===== config.mk =====
export PLATFORM = sky130hd
export DESIGN_NAME = brhs_ram
export DESIGN_NICKNAME = d
export VERILOG_FILES = /design/src/rtl/brhs_ram.sv
export SDC_FILE = /design/constraint.sdc
export NUM_CORES = 1
export LEC_CHECK = 0
export ABC_AREA = 0
export BUFFER_PORTS_ARGS = -buffer_cell sky130_fd_sc_hd__clkbuf_2
export CORE_ASPECT_RATIO = 0.9
export CORE_MARGIN = 2
export CORE_UTILIZATION = 45
export DETAILED_ROUTE_END_ITERATION = 10
export GPL_ROUTABILITY_DRIVEN = 0
export MAX_ROUTING_LAYER = met4
export SETUP_SLACK_MARGIN = 0.15
export SYNTH_ARGS = -nofsm -noshare
export SYNTH_HDL_FRONTEND = slang
export SYNTH_SLANG_ARGS = --single-unit

===== constraint.sdc =====
create_clock -name clk -period 5.2 [get_ports clk]
set_clock_uncertainty 0.2 [all_clocks]
set_input_delay 0.26 -clock clk [delete_from_list [all_inputs] [get_ports clk]]
set_output_delay 0.26 -clock clk [all_outputs]
set_load 0.02 [all_outputs]

===== src/rtl/brhs_ram.sv =====
// Generic single-port-write, single-port-read RAM with registered read data.
module brhs_ram #(
    parameter int WIDTH = 8,
    parameter int DEPTH = 16
) (
    input  logic                     clk,
    input  logic                     wr_en,
    input  logic [$clog2(DEPTH)-1:0] wr_addr,
    input  logic [WIDTH-1:0]         wr_data,
    input  logic [$clog2(DEPTH)-1:0] rd_addr,
    output logic [WIDTH-1:0]         rd_data
);

    logic [WIDTH-1:0] mem [DEPTH];

    always_ff @(posedge clk)
    begin
        if (wr_en)
        begin
            mem[wr_addr] <= wr_data;
        end
        rd_data <= mem[rd_addr];
    end

endmodule


==> results_dict.tcl <==
set metrics [dict create \
    antenna_cells 0 \
    slew_headroom 0.1923 \
    reg2reg_from "mem[9][5]" \
    globalRouteOverflowTotal 0 \
    rows 37 \
    dp_hpwl_mm 5.820 \
    crit_arrival_ns 1.81 \
    antenna_found_initial 0 \
    wl_mm 9.586 \
    finalCriticalPeriod_ns 1.989 \
    drc 0 \
    portBuffers 25 \
    synth.net_count 247 \
    numCtsBuffers 17 \
    fin_crit_sh 0.3824 \
    ir_drop_mv 0.2217 \
    synth_cell_types 19 \
    layout.cells.most_common "edfxtp_1" \
    maxSlewViolCount 0 \
    clk_pin_slew_ns 0.06 \
    ctsHoldBuffers 0 \
    avgSynthCellArea_sq_um 22.48 \
    fin_util 0.5343 \
    fp.dieW_um 116.7 \
    clock_latency_ns 0.42 \
    numClockSinks 136 \
    cp_data_required_time_ns 5.02 \
    via_per_inst 5.411 \
    crit_path_start "wr_addr[2]" \
    track_usage 0.1791 \
    grt_pass1_wl_mm 14.66 \
    yosysWarningCount 0 \
    hold_start "wr_data[2]" \
    ctsRootBufferMaster "clkbuf_16" \
    htreeDepth 4 \
    worstMarginPinSlew_ns 1.202 \
    wl_per_cell_um 22.04 \
    power_leakage_nw 2.014 \
    syn-instance-count 229 \
    grt_pass1_vias 2449 \
    synth_seq_cells 136 \
    vias 2354 \
    cp-start-kind "primary input" \
    io_pins 26 \
    nNetsFinal 284 \
    drive_gt1_frac 0.2867 \
    powerDensity_nw_per_um2 430.1 \
    cap_viol_max_count 0 \
    crit_type "in2reg" \
    drtIter0Drc 163 \
    rsz0062_at_grt "no" \
    outcome "completed" \
    max_freq_mhz 502.9 \
    mostFrequentLayoutCells "edfxtp_1, clkbuf_2, mux4_2" \
    chipHeight_um 105.5 \
    cp_max_fo 8 \
    cts_buffer_depth 2 \
    ys_seq_area_frac 0.7778 \
    syn_area_sq_um 5147 \
    tns_ns 0 \
    drtPass1Iterations 4 \
    finalHoldViolations 0 \
    dieArea_sq_um 12310 \
    core-area_sq_um 11300 \
    detail-route-antenna-nets 0 \
    cts.repair.resized 0 \
    initial_core_util 0.4557 \
    postCtsSetupBuffers 0 \
    grt_start_max_net_pins 33 \
    setup_viol 0 \
    hp-class "in2reg" \
    endpoint_kind "flop" \
    cts_tree "yes" \
    area_growth_pct 17.26 \
]
cells by family after synthesis:
group / share of synthesized area
multiplexers: 0.1502
buffers and inverters: 0.01677
AO/OA/AOI/OAI: 0.02334
flip-flops: 0.7778
AND/OR/NAND/NOR: 0.03184
critical path, cell delays in order:
cell,delay [ns]
clkbuf_2,0.10
or3b_2,0.52
nor3_1,0.93
metal layers:
metal | track usage | vias to the layer above | routed length, um
met1 | 0.2554 | 1212 | 4206
met4 | 0.06555 | 0 | 98
met5 | - | - | 0
met2 | 0.2477 | 81 | 4627
li1 | - | 1050 | -
met3 | 0.05290 | 11 | 654
stage by stage:
stage	power [mW]	setup WS, ns	hold slack, ns	instances	area, sq um
after global routing	2.677	3.071	0.09055	435	6036
after floorplan	1.325	3.247	0.1589	229	5147
final	2.596	3.211	0.06883	435	6036
after global placement	1.370	2.837	0.4563	403	5409
after detailed placement	1.373	2.688	0.4687	403	5409
after CTS	2.616	3.121	0.07781	435	6036
synth_stat cells, drive strengths merged:
cell / n / area, sq um
nand3: 1 / 5.000
and2: 1 / 6.260
nor2b: 1 / 6.260
or3b: 1 / 8.760
buf: 7 / 56.30
mux4: 32 / 773.2
edfxtp: 128 / 3844
clkdlybuf4s25: 3 / 30.03
nand3b: 2 / 15.01
nand2: 9 / 33.78
and2b: 1 / 7.510
nand2b: 2 / 12.51
a22oi: 16 / 120.1
nor2: 13 / 48.80
dfxtp: 8 / 160.2
nor3: 4 / 20.02
power breakdown:
group          switching [mW]  internal [mW]  total, mW
Sequential            0.00742           1.23       1.23
Combinational          0.0706         0.0443      0.115
Clock                   0.445          0.803       1.25
worst paths after layout:
path	to	slack, ns	cells after the start
max	mem[0][3]	3.21	3
min	mem[13][2]	0.07	1
min reg2reg	rd_data[1]	0.48	3
max reg2reg	rd_data[5]	3.63	3
flip-flops by register name (all words and copies together), names as in the netlist:
name,count
mem,128
rd_data,8
final cells by class:
| cell class | instances | area, sq um |
|---|---|---|
| clock inverter | 15 | 201.4 |
| sequential | 136 | 4004 |
| fill | 900 | 5260 |
| multi-input combinational | 83 | 1062 |
| timing repair buffer | 28 | 147.6 |
| tap | 156 | 195.2 |
| clock buffer | 17 | 425.4 |
Power figures use the tool's default switching activity.
